**src/hdl/rvcsr_pkg.sv**
```systemverilog
// package for the rv32 csr register file: beat types, command codes and csr addresses
`timescale 1ns / 1ps
`default_nettype none
package rvcsr_pkg;

	localparam int unsigned XLEN        = 32;
	localparam int unsigned CNT_WIDTH   = 64;
	localparam int unsigned ADDR_WIDTH  = 12;
	localparam int unsigned PRIV_WIDTH  = 2;
	localparam int unsigned CMD_WIDTH   = 2;
	localparam int unsigned CFG_IDX_W   = 3;

	localparam logic [CMD_WIDTH-1:0] CMD_READ  = 2'd0;
	localparam logic [CMD_WIDTH-1:0] CMD_WRITE = 2'd1;
	localparam logic [CMD_WIDTH-1:0] CMD_TICK  = 2'd2;

	localparam logic [CFG_IDX_W-1:0] CFG_SSTATUS_MASK = 3'd0;
	localparam logic [CFG_IDX_W-1:0] CFG_MSTATUS_MASK = 3'd1;
	localparam logic [CFG_IDX_W-1:0] CFG_SATP_MASK    = 3'd2;
	localparam logic [CFG_IDX_W-1:0] CFG_MIE_MASK     = 3'd3;
	localparam logic [CFG_IDX_W-1:0] CFG_MIP_MASK     = 3'd4;

	localparam logic [XLEN-1:0] MISA_VALUE = 32'h4014_1101;
	localparam logic [1:0]      MPP_RESERVED = 2'd2;

	localparam logic [ADDR_WIDTH-1:0] CSR_CYCLE         = 12'hC00;
	localparam logic [ADDR_WIDTH-1:0] CSR_INSTRET       = 12'hC02;
	localparam logic [ADDR_WIDTH-1:0] CSR_CYCLEH        = 12'hC80;
	localparam logic [ADDR_WIDTH-1:0] CSR_INSTRETH      = 12'hC82;
	localparam logic [ADDR_WIDTH-1:0] CSR_MCYCLE        = 12'hB00;
	localparam logic [ADDR_WIDTH-1:0] CSR_MINSTRET      = 12'hB02;
	localparam logic [ADDR_WIDTH-1:0] CSR_MCYCLEH       = 12'hB80;
	localparam logic [ADDR_WIDTH-1:0] CSR_MINSTRETH     = 12'hB82;
	localparam logic [ADDR_WIDTH-1:0] CSR_SSTATUS       = 12'h100;
	localparam logic [ADDR_WIDTH-1:0] CSR_SIE           = 12'h104;
	localparam logic [ADDR_WIDTH-1:0] CSR_STVEC         = 12'h105;
	localparam logic [ADDR_WIDTH-1:0] CSR_SCOUNTEREN    = 12'h106;
	localparam logic [ADDR_WIDTH-1:0] CSR_SSCRATCH      = 12'h140;
	localparam logic [ADDR_WIDTH-1:0] CSR_SEPC          = 12'h141;
	localparam logic [ADDR_WIDTH-1:0] CSR_SCAUSE        = 12'h142;
	localparam logic [ADDR_WIDTH-1:0] CSR_STVAL         = 12'h143;
	localparam logic [ADDR_WIDTH-1:0] CSR_SIP           = 12'h144;
	localparam logic [ADDR_WIDTH-1:0] CSR_SATP          = 12'h180;
	localparam logic [ADDR_WIDTH-1:0] CSR_MVENDORID     = 12'hF11;
	localparam logic [ADDR_WIDTH-1:0] CSR_MARCHID       = 12'hF12;
	localparam logic [ADDR_WIDTH-1:0] CSR_MIMPID        = 12'hF13;
	localparam logic [ADDR_WIDTH-1:0] CSR_MHARTID       = 12'hF14;
	localparam logic [ADDR_WIDTH-1:0] CSR_MSTATUS       = 12'h300;
	localparam logic [ADDR_WIDTH-1:0] CSR_MISA          = 12'h301;
	localparam logic [ADDR_WIDTH-1:0] CSR_MIE           = 12'h304;
	localparam logic [ADDR_WIDTH-1:0] CSR_MTVEC         = 12'h305;
	localparam logic [ADDR_WIDTH-1:0] CSR_MCOUNTEREN    = 12'h306;
	localparam logic [ADDR_WIDTH-1:0] CSR_MCOUNTINHIBIT = 12'h320;
	localparam logic [ADDR_WIDTH-1:0] CSR_MSCRATCH      = 12'h340;
	localparam logic [ADDR_WIDTH-1:0] CSR_MEPC          = 12'h341;
	localparam logic [ADDR_WIDTH-1:0] CSR_MCAUSE        = 12'h342;
	localparam logic [ADDR_WIDTH-1:0] CSR_MTVAL         = 12'h343;
	localparam logic [ADDR_WIDTH-1:0] CSR_MIP           = 12'h344;
	localparam logic [ADDR_WIDTH-1:0] CSR_PMPCFG_LO     = 12'h3A0;
	localparam logic [ADDR_WIDTH-1:0] CSR_PMPCFG_HI     = 12'h3A3;
	localparam logic [ADDR_WIDTH-1:0] CSR_PMPADDR_LO    = 12'h3B0;
	localparam logic [ADDR_WIDTH-1:0] CSR_PMPADDR_HI    = 12'h3BF;

	typedef struct packed {
		logic [CMD_WIDTH-1:0]  command;
		logic [ADDR_WIDTH-1:0] csr_address;
		logic [XLEN-1:0]       write_value;
		logic [PRIV_WIDTH-1:0] current_privilege;
	} csr_req_t;

	typedef struct packed {
		logic [XLEN-1:0] read_value;
		logic            access_ok;
	} csr_rsp_t;

endpackage
`default_nettype wire

```
**src/hdl/rv32_csr_register_file.sv**
```systemverilog
// rv32 machine and supervisor csr register file with 64-bit cycle and instret counters
//
// Each request beat (read, write or counter tick) is captured in an input register and
// resolved by a single pass of decode and update logic, which writes the csr state and
// the response register together. One beat is taken per cycle while the output side
// does not stall; the response is presented from the response register, and the input
// stalls while a held response is stalled at the output.
// The limit is the 64-bit counter increment and the address decode feeding the state
// update. The write masks reset to all ones and are to be set by the user through the
// configuration port while no beat is in flight, which the block does not enforce.
`timescale 1ns / 1ps
`default_nettype none
module rv32_csr_register_file (
	input  wire logic                                 clk,
	input  wire logic                                 arst_n,
	input  wire logic                                 cfg_write,
	input  wire logic [rvcsr_pkg::CFG_IDX_W-1:0]      cfg_index,
	input  wire logic [rvcsr_pkg::XLEN-1:0]           cfg_data,
	input  wire logic                                 in_valid,
	output logic                                      in_stall,
	input  wire rvcsr_pkg::csr_req_t                  in_beat,
	output logic                                      out_valid,
	input  wire logic                                 out_stall,
	output rvcsr_pkg::csr_rsp_t                       out_beat
);
	import rvcsr_pkg::*;

	logic [XLEN-1:0] sstatus_mask_q, mstatus_mask_q, satp_mask_q, mie_mask_q, mip_mask_q;

	logic [XLEN-1:0] sstatus_q, sscratch_q, sepc_q, satp_q;
	logic [XLEN-1:0] mstatus_q, mie_q, mtvec_q, mscratch_q;
	logic [XLEN-1:0] mepc_q, mcause_q, mtval_q, mip_q;
	logic [CNT_WIDTH-1:0] cycle_q, instret_q;

	logic     valid_s1;
	csr_req_t req_s1;
	logic     out_valid_q;
	csr_rsp_t out_beat_q;

	logic advance;
	logic mapped;
	logic priv_ok;
	logic ok;
	logic do_write;
	logic do_tick;
	logic [XLEN-1:0] cur_val;
	logic [XLEN-1:0] wv;
	logic [XLEN-1:0] mstatus_wv;
	logic [XLEN-1:0] mtvec_wv;
	csr_rsp_t rsp;

	logic [XLEN-1:0] sstatus_d, sscratch_d, sepc_d, satp_d;
	logic [XLEN-1:0] mstatus_d, mie_d, mtvec_d, mscratch_d;
	logic [XLEN-1:0] mepc_d, mcause_d, mtval_d, mip_d;
	logic [CNT_WIDTH-1:0] cycle_d, instret_d;

	assign advance   = !out_valid_q || !out_stall;
	assign in_stall  = !advance;
	assign out_valid = out_valid_q;
	assign out_beat  = out_beat_q;

	// address decode and read mux
	always_comb begin
		mapped  = 1'b1;
		cur_val = '0;
		unique case (req_s1.csr_address) inside
			CSR_CYCLE, CSR_MCYCLE:       cur_val = cycle_q[XLEN-1:0];
			CSR_INSTRET, CSR_MINSTRET:   cur_val = instret_q[XLEN-1:0];
			CSR_CYCLEH, CSR_MCYCLEH:     cur_val = cycle_q[CNT_WIDTH-1:XLEN];
			CSR_INSTRETH, CSR_MINSTRETH: cur_val = instret_q[CNT_WIDTH-1:XLEN];
			CSR_SSTATUS:                 cur_val = sstatus_q;
			CSR_SSCRATCH:                cur_val = sscratch_q;
			CSR_SEPC:                    cur_val = sepc_q;
			CSR_SATP:                    cur_val = satp_q;
			CSR_MSTATUS:                 cur_val = mstatus_q;
			CSR_MISA:                    cur_val = MISA_VALUE;
			CSR_MIE:                     cur_val = mie_q;
			CSR_MTVEC:                   cur_val = mtvec_q;
			CSR_MSCRATCH:                cur_val = mscratch_q;
			CSR_MEPC:                    cur_val = mepc_q;
			CSR_MCAUSE:                  cur_val = mcause_q;
			CSR_MTVAL:                   cur_val = mtval_q;
			CSR_MIP:                     cur_val = mip_q;
			CSR_SIE, CSR_STVEC, CSR_SCOUNTEREN, CSR_SCAUSE, CSR_STVAL, CSR_SIP,
			CSR_MVENDORID, CSR_MARCHID, CSR_MIMPID, CSR_MHARTID,
			CSR_MCOUNTEREN, CSR_MCOUNTINHIBIT,
			[CSR_PMPCFG_LO:CSR_PMPCFG_HI],
			[CSR_PMPADDR_LO:CSR_PMPADDR_HI]: cur_val = '0;
			default:                     mapped = 1'b0;
		endcase
	end

	assign priv_ok = req_s1.current_privilege >= req_s1.csr_address[9:8];

	always_comb begin
		ok  = 1'b0;
		rsp = '0;
		case (req_s1.command)
			CMD_TICK: begin
				ok = 1'b1;
			end
			CMD_READ: begin
				ok = mapped && priv_ok;
				if (ok) begin
					rsp.read_value = cur_val;
				end
			end
			CMD_WRITE: begin
				ok = mapped && priv_ok;
			end
			default: begin
				ok = 1'b0;
			end
		endcase
		rsp.access_ok = ok;
	end

	assign do_write = advance && valid_s1 && ok && (req_s1.command == CMD_WRITE);
	assign do_tick  = advance && valid_s1 && (req_s1.command == CMD_TICK);
	assign wv       = req_s1.write_value;

	// reserved mpp and mtvec mode fold to zero
	always_comb begin
		mstatus_wv = wv;
		if (wv[12:11] == MPP_RESERVED) begin
			mstatus_wv[12:11] = 2'b00;
		end
		mtvec_wv = wv;
		if (wv[1]) begin
			mtvec_wv[1:0] = 2'b00;
		end
	end

	always_comb begin
		sstatus_d  = sstatus_q;
		sscratch_d = sscratch_q;
		sepc_d     = sepc_q;
		satp_d     = satp_q;
		mstatus_d  = mstatus_q;
		mie_d      = mie_q;
		mtvec_d    = mtvec_q;
		mscratch_d = mscratch_q;
		mepc_d     = mepc_q;
		mcause_d   = mcause_q;
		mtval_d    = mtval_q;
		mip_d      = mip_q;
		cycle_d    = cycle_q;
		instret_d  = instret_q;
		if (do_tick) begin
			cycle_d   = cycle_q + CNT_WIDTH'(1);
			instret_d = instret_q + CNT_WIDTH'(1);
		end
		if (do_write) begin
			case (req_s1.csr_address)
				CSR_SSTATUS: begin
					sstatus_d = wv & sstatus_mask_q;
					mstatus_d = ((mstatus_q & ~sstatus_mask_q) | (wv & sstatus_mask_q))
						& mstatus_mask_q;
				end
				CSR_MSTATUS: begin
					mstatus_d = mstatus_wv & mstatus_mask_q;
					sstatus_d = ((sstatus_q & ~mstatus_mask_q) | (mstatus_wv & mstatus_mask_q))
						& sstatus_mask_q;
				end
				CSR_SATP:      satp_d     = wv & satp_mask_q;
				CSR_MIE:       mie_d      = wv & mie_mask_q;
				CSR_MIP:       mip_d      = wv & mip_mask_q;
				CSR_MTVEC:     mtvec_d    = mtvec_wv;
				CSR_SSCRATCH:  sscratch_d = wv;
				CSR_SEPC:      sepc_d     = wv;
				CSR_MSCRATCH:  mscratch_d = wv;
				CSR_MEPC:      mepc_d     = wv;
				CSR_MCAUSE:    mcause_d   = wv;
				CSR_MTVAL:     mtval_d    = wv;
				CSR_MCYCLE:    cycle_d    = {cycle_q[CNT_WIDTH-1:XLEN], wv};
				CSR_MINSTRET:  instret_d  = {instret_q[CNT_WIDTH-1:XLEN], wv};
				CSR_MCYCLEH:   cycle_d    = {wv, cycle_q[XLEN-1:0]};
				CSR_MINSTRETH: instret_d  = {wv, instret_q[XLEN-1:0]};
				default: begin
					// read-only or zero-mapped
				end
			endcase
		end
	end

	// configuration masks
	always_ff @(posedge clk or negedge arst_n) begin
		if (!arst_n) begin
			sstatus_mask_q <= '1;
			mstatus_mask_q <= '1;
			satp_mask_q    <= '1;
			mie_mask_q     <= '1;
			mip_mask_q     <= '1;
		end else if (cfg_write) begin
			unique case (cfg_index)
				CFG_SSTATUS_MASK: sstatus_mask_q <= cfg_data;
				CFG_MSTATUS_MASK: mstatus_mask_q <= cfg_data;
				CFG_SATP_MASK:    satp_mask_q    <= cfg_data;
				CFG_MIE_MASK:     mie_mask_q     <= cfg_data;
				CFG_MIP_MASK:     mip_mask_q     <= cfg_data;
				default: begin
				end
			endcase
		end
	end

	// csr state
	always_ff @(posedge clk or negedge arst_n) begin
		if (!arst_n) begin
			sstatus_q  <= '0;
			sscratch_q <= '0;
			sepc_q     <= '0;
			satp_q     <= '0;
			mstatus_q  <= '0;
			mie_q      <= '0;
			mtvec_q    <= '0;
			mscratch_q <= '0;
			mepc_q     <= '0;
			mcause_q   <= '0;
			mtval_q    <= '0;
			mip_q      <= '0;
			cycle_q    <= '0;
			instret_q  <= '0;
		end else begin
			sstatus_q  <= sstatus_d;
			sscratch_q <= sscratch_d;
			sepc_q     <= sepc_d;
			satp_q     <= satp_d;
			mstatus_q  <= mstatus_d;
			mie_q      <= mie_d;
			mtvec_q    <= mtvec_d;
			mscratch_q <= mscratch_d;
			mepc_q     <= mepc_d;
			mcause_q   <= mcause_d;
			mtval_q    <= mtval_d;
			mip_q      <= mip_d;
			cycle_q    <= cycle_d;
			instret_q  <= instret_d;
		end
	end

	// input and response valid flags
	always_ff @(posedge clk or negedge arst_n) begin
		if (!arst_n) begin
			valid_s1    <= 1'b0;
			out_valid_q <= 1'b0;
		end else begin
			if (advance) begin
				valid_s1    <= in_valid;
				out_valid_q <= valid_s1;
			end
		end
	end

	// beat payloads
	always_ff @(posedge clk) begin
		if (advance && in_valid) begin
			req_s1 <= in_beat;
		end
		if (advance && valid_s1) begin
			out_beat_q <= rsp;
		end
	end

endmodule
`default_nettype wire

```
**config.mk**
```make
export PLATFORM = sky130hd
export DESIGN_NAME = rv32_csr_register_file
export DESIGN_NICKNAME = d
export VERILOG_FILES = /design/src/hdl/rvcsr_pkg.sv /design/src/hdl/rv32_csr_register_file.sv
export SDC_FILE = /design/constraint.sdc
export NUM_CORES = 1
export LEC_CHECK = 0
export BUFFER_PORTS_ARGS = -buffer_cell sky130_fd_sc_hd__buf_2
export CELL_PAD_IN_SITES_DETAIL_PLACEMENT = 1
export CELL_PAD_IN_SITES_GLOBAL_PLACEMENT = 2
export CORE_MARGIN = 5
export CORE_UTILIZATION = 35
export DETAILED_ROUTE_END_ITERATION = 8
export GPL_TIMING_DRIVEN = 0
export PLACE_DENSITY = 0.68
export SLEW_MARGIN = 5
export SYNTH_ARGS = -nofsm -noshare
export SYNTH_HDL_FRONTEND = slang
export SYNTH_SLANG_ARGS = --single-unit
```
**constraint.sdc**
```tcl
create_clock -name clk -period 3.1 [get_ports clk]
set_input_delay 0.465 -clock clk [delete_from_list [all_inputs] [get_ports clk]]
set_output_delay 0.465 -clock clk [all_outputs]
set_load 0.03 [all_outputs]
```
Word level (Yosys, flattened, before mapping)
Cells that the tools add are included.

storage, ports and cells
  word-level logic and storage cells = 144
  bits in registers = 755
  input port bits = 88
  output and inout port bits = 35

operators by class
  bitwise gates (word level) = 13
  muxes and demuxes = 13
  eq/ne operators = 44
  magnitude comparators = 5
  reductions and logical operators = 38
  $add $sub $neg = 2

operator list
  cell                   count
  $pmux 32 s17           1
  $and 32x32->32         9
  $mux 64                4
  $pmux 64 s2            2
  $eq 12x12->1 const B   12
  $eq 12x10->1 const B   11
  $add 64x1->64 const B  2
  $pmux 32 s2            2
  $eq 12x9->1 const B    10
  $not 32->32            2
  $or 32x32->32          2
  $reduce_or 35->1       1
  $reduce_and 2->1       17
  $ge 12x10->1 const B   2
  $le 12x10->1 const B   2
  $reduce_or 2->1        5
  $logic_and 1x1->1      8
  $ne 2x2->1 const B     4
  $eq 3x2->1 const B     2
  $eq 2x2->1 const B     2
  $eq 3x1->1 const B     1
  $eq 3x3->1 const B     1
  $logic_not 1->1        3
  $logic_not 3->1        1
  8 further kinds        9

Longest topological paths before layout
  depth after elaboration = 9
  mapped depth = 11
  depth with buffers taken out = 8

Worst setup path after synthesis
OpenSTA, ideal clock, no wires.

  path kind = register -> register
  start point = register out_valid_q (netlist: out_valid)
  end point = register instret_q[58]
  data required time = 2.974 ns
  period minus slack after synthesis = 2.819 ns
  setup slack = 0.281 ns
  stages on the path, launching flop included = 9
  path buffers = 1
  data arrival time = 2.693 ns
  cells stage by stage = dfrtp_1 > a21bo_2 > inv_2 > nand4_1 > nor4_2 > buf_2 > nand4_1 > mux2i_1 > a221o_1

between the ends
  longest elaborated chain between the ends = 7

RTL lines
  what                    line                                                          text
  from (decl)             rv32_csr_register_file.sv:37                                  logic out_valid_q;
  from (signal assigned)  rv32_csr_register_file.sv:250                                 out_valid_q <= valid_s1;
  $logic_not 1->1 *       rv32_csr_register_file.sv:57                                  assign advance = !out_valid_q || !out_stall;
  $logic_or 1x1->1 *      rv32_csr_register_file.sv:57
  $logic_and 1x1->1 *     rv32_csr_register_file.sv:118, rv32_csr_register_file.sv:119
  $logic_and 1x1->1       rv32_csr_register_file.sv:119                                 assign do_tick = advance && valid_s1 && (req_s1.command == CMD_TICK);
  $mux 64                 rv32_csr_register_file.sv:149                                 if (do_tick) begin
  $pmux 64 s2             rv32_csr_register_file.sv:154                                 case (req_s1.csr_address)
  $mux 64                 rv32_csr_register_file.sv:153                                 if (do_write) begin
  to (signal assigned)    rv32_csr_register_file.sv:238                                 instret_q <= instret_d;
  to (decl)               rv32_csr_register_file.sv:33                                  logic [CNT_WIDTH-1:0] cycle_q, instret_q;

Mark *: on every way between the ends. The rest lies on a longest branch, timed or not.
A chain may end at the register's enable or synchronous reset.

Final worst setup path
  start point = register req_s1[36] (netlist bit)
  end point = register out_beat_q, in the netlist out_beat[8] (data pin)

between the ends
  longest elaborated chain between the ends = 6

RTL lines
  what                                                                  line                           text
  from (decl)                                                           rv32_csr_register_file.sv:36   csr_req_t req_s1;
  from (signal assigned)                                                rv32_csr_register_file.sv:258  req_s1 <= in_beat;
  $ge 12x10->1 (no source line) / $le 12x10->1 (equally long branches)  -
  $logic_and 1x1->1 (no source line)                                    -
  $reduce_or 35->1 (no source line)                                     -
  $mux 1                                                                rv32_csr_register_file.sv:66   unique case (req_s1.csr_address) inside
  $logic_and 1x1->1                                                     rv32_csr_register_file.sv:103  ok = mapped && priv_ok;
  $reduce_and 2->1 (no source line)                                     -
  to (signal assigned)                                                  rv32_csr_register_file.sv:261  out_beat_q <= rsp;
  to (decl)                                                             rv32_csr_register_file.sv:38   csr_rsp_t out_beat_q;

Several ways; a longest one is shown, not always the timed one.

==> summary.txt <==
Drt
  – Vias per cell: 6.29
  – DRT Wirelength: 186000 um
  – Post-route ant nets: 0
  – Post-detailed-route wirelength per cell: 36.4 um
  – DRT Pass-1 Iters: 6
  – Vias: 32200
  – Remaining DRCs: 0
  – Initial DRC Count: 3263

STA
  – Final Cycle Share: 1.02
  – Final Critical Period: 3.17 ns
  – Clock skew: 0.0343 ns
  – Min Hold Slack: 0.0762 ns
  – Slew of the pin with the lowest slew margin: 1.40 ns
  – Final setup fails: 13
  – Max Freq: 315 MHz
  – Slew HR: 0.0678
  – Final WS setup: -0.0697 ns
  – Setup TNS: -0.319 ns
  – Max-slew violation count: 0
  – Final hold vios: 0

Clock network
  – TritonCTS buffer count: 90
  – Clock input transition at the sequential cells of the worst setup and hold paths: 0.06 ns
  – Clk Latency, worst-skew pair: 0.70 ns
  – Root buffer cell: clkbuf_16
  – Clock buffer depth: 3
  – CTS tree: done
  – Clk sinks: 754
  – H-tree depth: 3

GRT
  – Initial antenna violation count: 19
  – Total gr overflow: 0
  – First-pass GRT wire length: 261000 um
  – Tot GR Track Use: 0.327
  – Largest net degree at the start of global routing: 112
  – Vias in the first global route: 33100

Synth
  – Post-synth EDFFs: 81
  – Mapped cell area: 0.0366 mm^2
  – Ys flop type: dfrtp_1
  – Post-synth cell types: 99
  – Yosys warns: 0
  – Mean Syn Cell Area: 11.0 um^2
  – Post-synth top area share: 0.350
  – Ys async rst share: 0.893
  – Cell taking the most area after synthesis: dfrtp_1
  – Yosys reg bits: 754
  – Seq/Total Area, Yosys: 0.531
  – Syn Nets: 3423
  – Post-synthesis cell count: 3331
  – Top post-synthesis cells by area: dfrtp_1, mux2_2, dfstp_2, edfxtp_1, nand2_1

Critical path
  – Worst Path Arrival: 3.61 ns
  – Top cell by count, worst path: clkbuf_2
  – CP max stage cell: edfxtp_1
  – Crit Path Max Fanout: 10
  – Worst Path Required: 3.54 ns
  – Worst Path Class, Setup: flip-flop to flip-flop
  – Buf/Inv on CP: 3
  – CP cell instances: clkbuf_2, nor4b_4, buf_6, o21ai_4, clkbuf_2, o21ai_0, a221oi_1, a31oi_2
  – Slowest stage delay, CP: 0.50 ns
  – Crit-path leading delay family: buffers and inverters
  – Crit path capture type: flip-flop
  – Startpoint types: flip-flop

Worst hold path
  – Min-delay worst type: primary input to flip-flop

Layout
  – Post-Layout Cell Count: 5125
  – Share of cells above drive strength 1: 0.317
  – Area occupied by multi-input gates: 0.0165 mm^2
  – Reg area: 0.0195 mm^2
  – Fillers: 11200
  – Area growth from synthesis to layout: 20.7%
  – Post-Route Utilization: 0.426
  – Fin nets: 3755

Die
  – # rows: 118
  – Die W: 334 um
  – Full die area: 0.111 mm^2
  – Num ports: 123
  – Core box area: 0.104 mm^2
  – Chip height: 334 um
  – Initial Util: 0.353

Run status
  – Outcome: complete, but fails checks
  – Failing checks: negative setup slack

Placement
  – GPL Wtd Cong: 0.977
  – Port-buffer cells: 122
  – Dpl hpwl: 139000 um
  – Placed cells: 4846

Power and ir drop
  – Max IR drop VDD: 0.000457 V
  – Cell area power density: 559 mW/mm^2
  – Leakage: 18.6 nW
  – Total Power: 24.7 mW

Job
  – Max-cap violation count: 0
## cell usage after synthesis (all sizes together) (21+ instances only)
library cell and count:
a21o 26, a21oi 65, a221o 29, a221oi 38
a222oi 21, a22o 32, a22oi 132, a31oi 82
and3 46, buf 120, clkbuf 137, dfrtp 513
dfstp 160, edfxtp 81, inv 26, mux2 389
nand2 444, nand3 120, nand4 46, nand4b 33
nor2 114, nor3 60, nor3b 54, nor4 28
o2111ai 27, o211ai 29, o21ai 244
## worst register-to-register path, delay by kind of cell (launching register included)
family	cells	cell delay, ns
AO/OA/AOI/OAI	4	1.02
flip-flops	1	0.50
AND/OR/NAND/NOR	1	0.40
buffers and inverters	3	1.01
## cells in the final DEF (no fill, tap or decap), types with 44 or more instances in the layout
| master | n |
|---|---|
| a22oi_1 | 124 |
| nor3b_1 | 54 |
| mux2_2 | 385 |
| clkbuf_16 | 91 |
| dfrtp_1 | 513 |
| nor2_1 | 99 |
| and3_1 | 44 |
| dlygate4sd3_1 | 49 |
| a31oi_1 | 79 |
| nand4_1 | 45 |
| o21ai_0 | 216 |
| nand3_1 | 117 |
| edfxtp_1 | 81 |
| buf_2 | 171 |
| a21oi_1 | 58 |
| clkbuf_1 | 103 |
| buf_4 | 102 |
| dfstp_2 | 160 |
| nand2_1 | 433 |
## final timing paths
check | start | endpoint | cells past startpoint | slack, ns
min | cfg_data[12] | mstatus_mask_q[12] | 3 | 0.08
max | req_s1[36] | out_beat[8] | 8 | -0.07
min reg2reg | mie_q[27] | mie_q[27] | 2 | 0.48
max reg2reg | req_s1[36] | out_beat[8] | 8 | -0.07
min in group asynchronous | arst_n | instret_q[8] | 3 | 0.40
max in group asynchronous | arst_n | satp_mask_q[24] | 6 | 0.83
## logic make-up (layout without fill, tap and decap cells)
group	count (synthesis)	in the layout	synth area share
AO/OA/AOI/OAI	838	838	0.158
adder cells (fa/ha/maj)	4	4	0.00137
buffers and inverters	283	692	0.0356
flip-flops	754	754	0.531
multiplexers	407	407	0.124
other	0	5	0
AND/OR/NAND/NOR	1045	1045	0.150
## layer usage
layer | vias to the layer above | routed length (um) | global-route usage
li1 | 13300 | - | -
met1 | 17000 | 77100 | 0.427
met2 | 1483 | 82600 | 0.508
met3 | 530 | 14000 | 0.0692
met4 | 6 | 12600 | 0.181
met5 | - | 33 | 0
## metrics by stage
stage | setup slack [ns] | cell area (um^2)
after global routing | -0.0327 | 44200
after global placement | -13.35 | 39000
final | -0.0697 | 44200
after detailed placement | -1.96 | 39300
after floorplan | 0.281 | 36600
after CTS | -0.0150 | 44000
## where the power goes
group	switching (mW)	total, mW	internal (mW)
registers	0.626	11.6	11.0
logic	1.27	2.07	0.808
clock network	4.63	11.1	6.44
total	6.52	24.7	18.2
## final cells by class
| cell class | count | area share |
|---|---|---|
| repair inverters | 1 | 0.000198 |
| repair buffers | 248 | 0.0444 |
| well taps | 1380 | 0.0390 |
| diodes | 5 | 0.000283 |
| clock buffers | 138 | 0.0609 |
| flip-flops and latches | 754 | 0.440 |
| multi-input cells | 2294 | 0.372 |
| inverters | 26 | 0.00249 |
| clock inverters | 31 | 0.00840 |
| plain buffers | 248 | 0.0321 |
## timing repair
action / CTS / global route
hold endpoints to repair: 132 / 0
setup endpoints to repair: 543 / 302
hold buffers: 49 / 0
resized for setup: 210 / 52
gates cloned: 1 / 0
pin swaps: 22 / 8
setup buffers: 52 / 12
(Power assumes the default switching activity.)
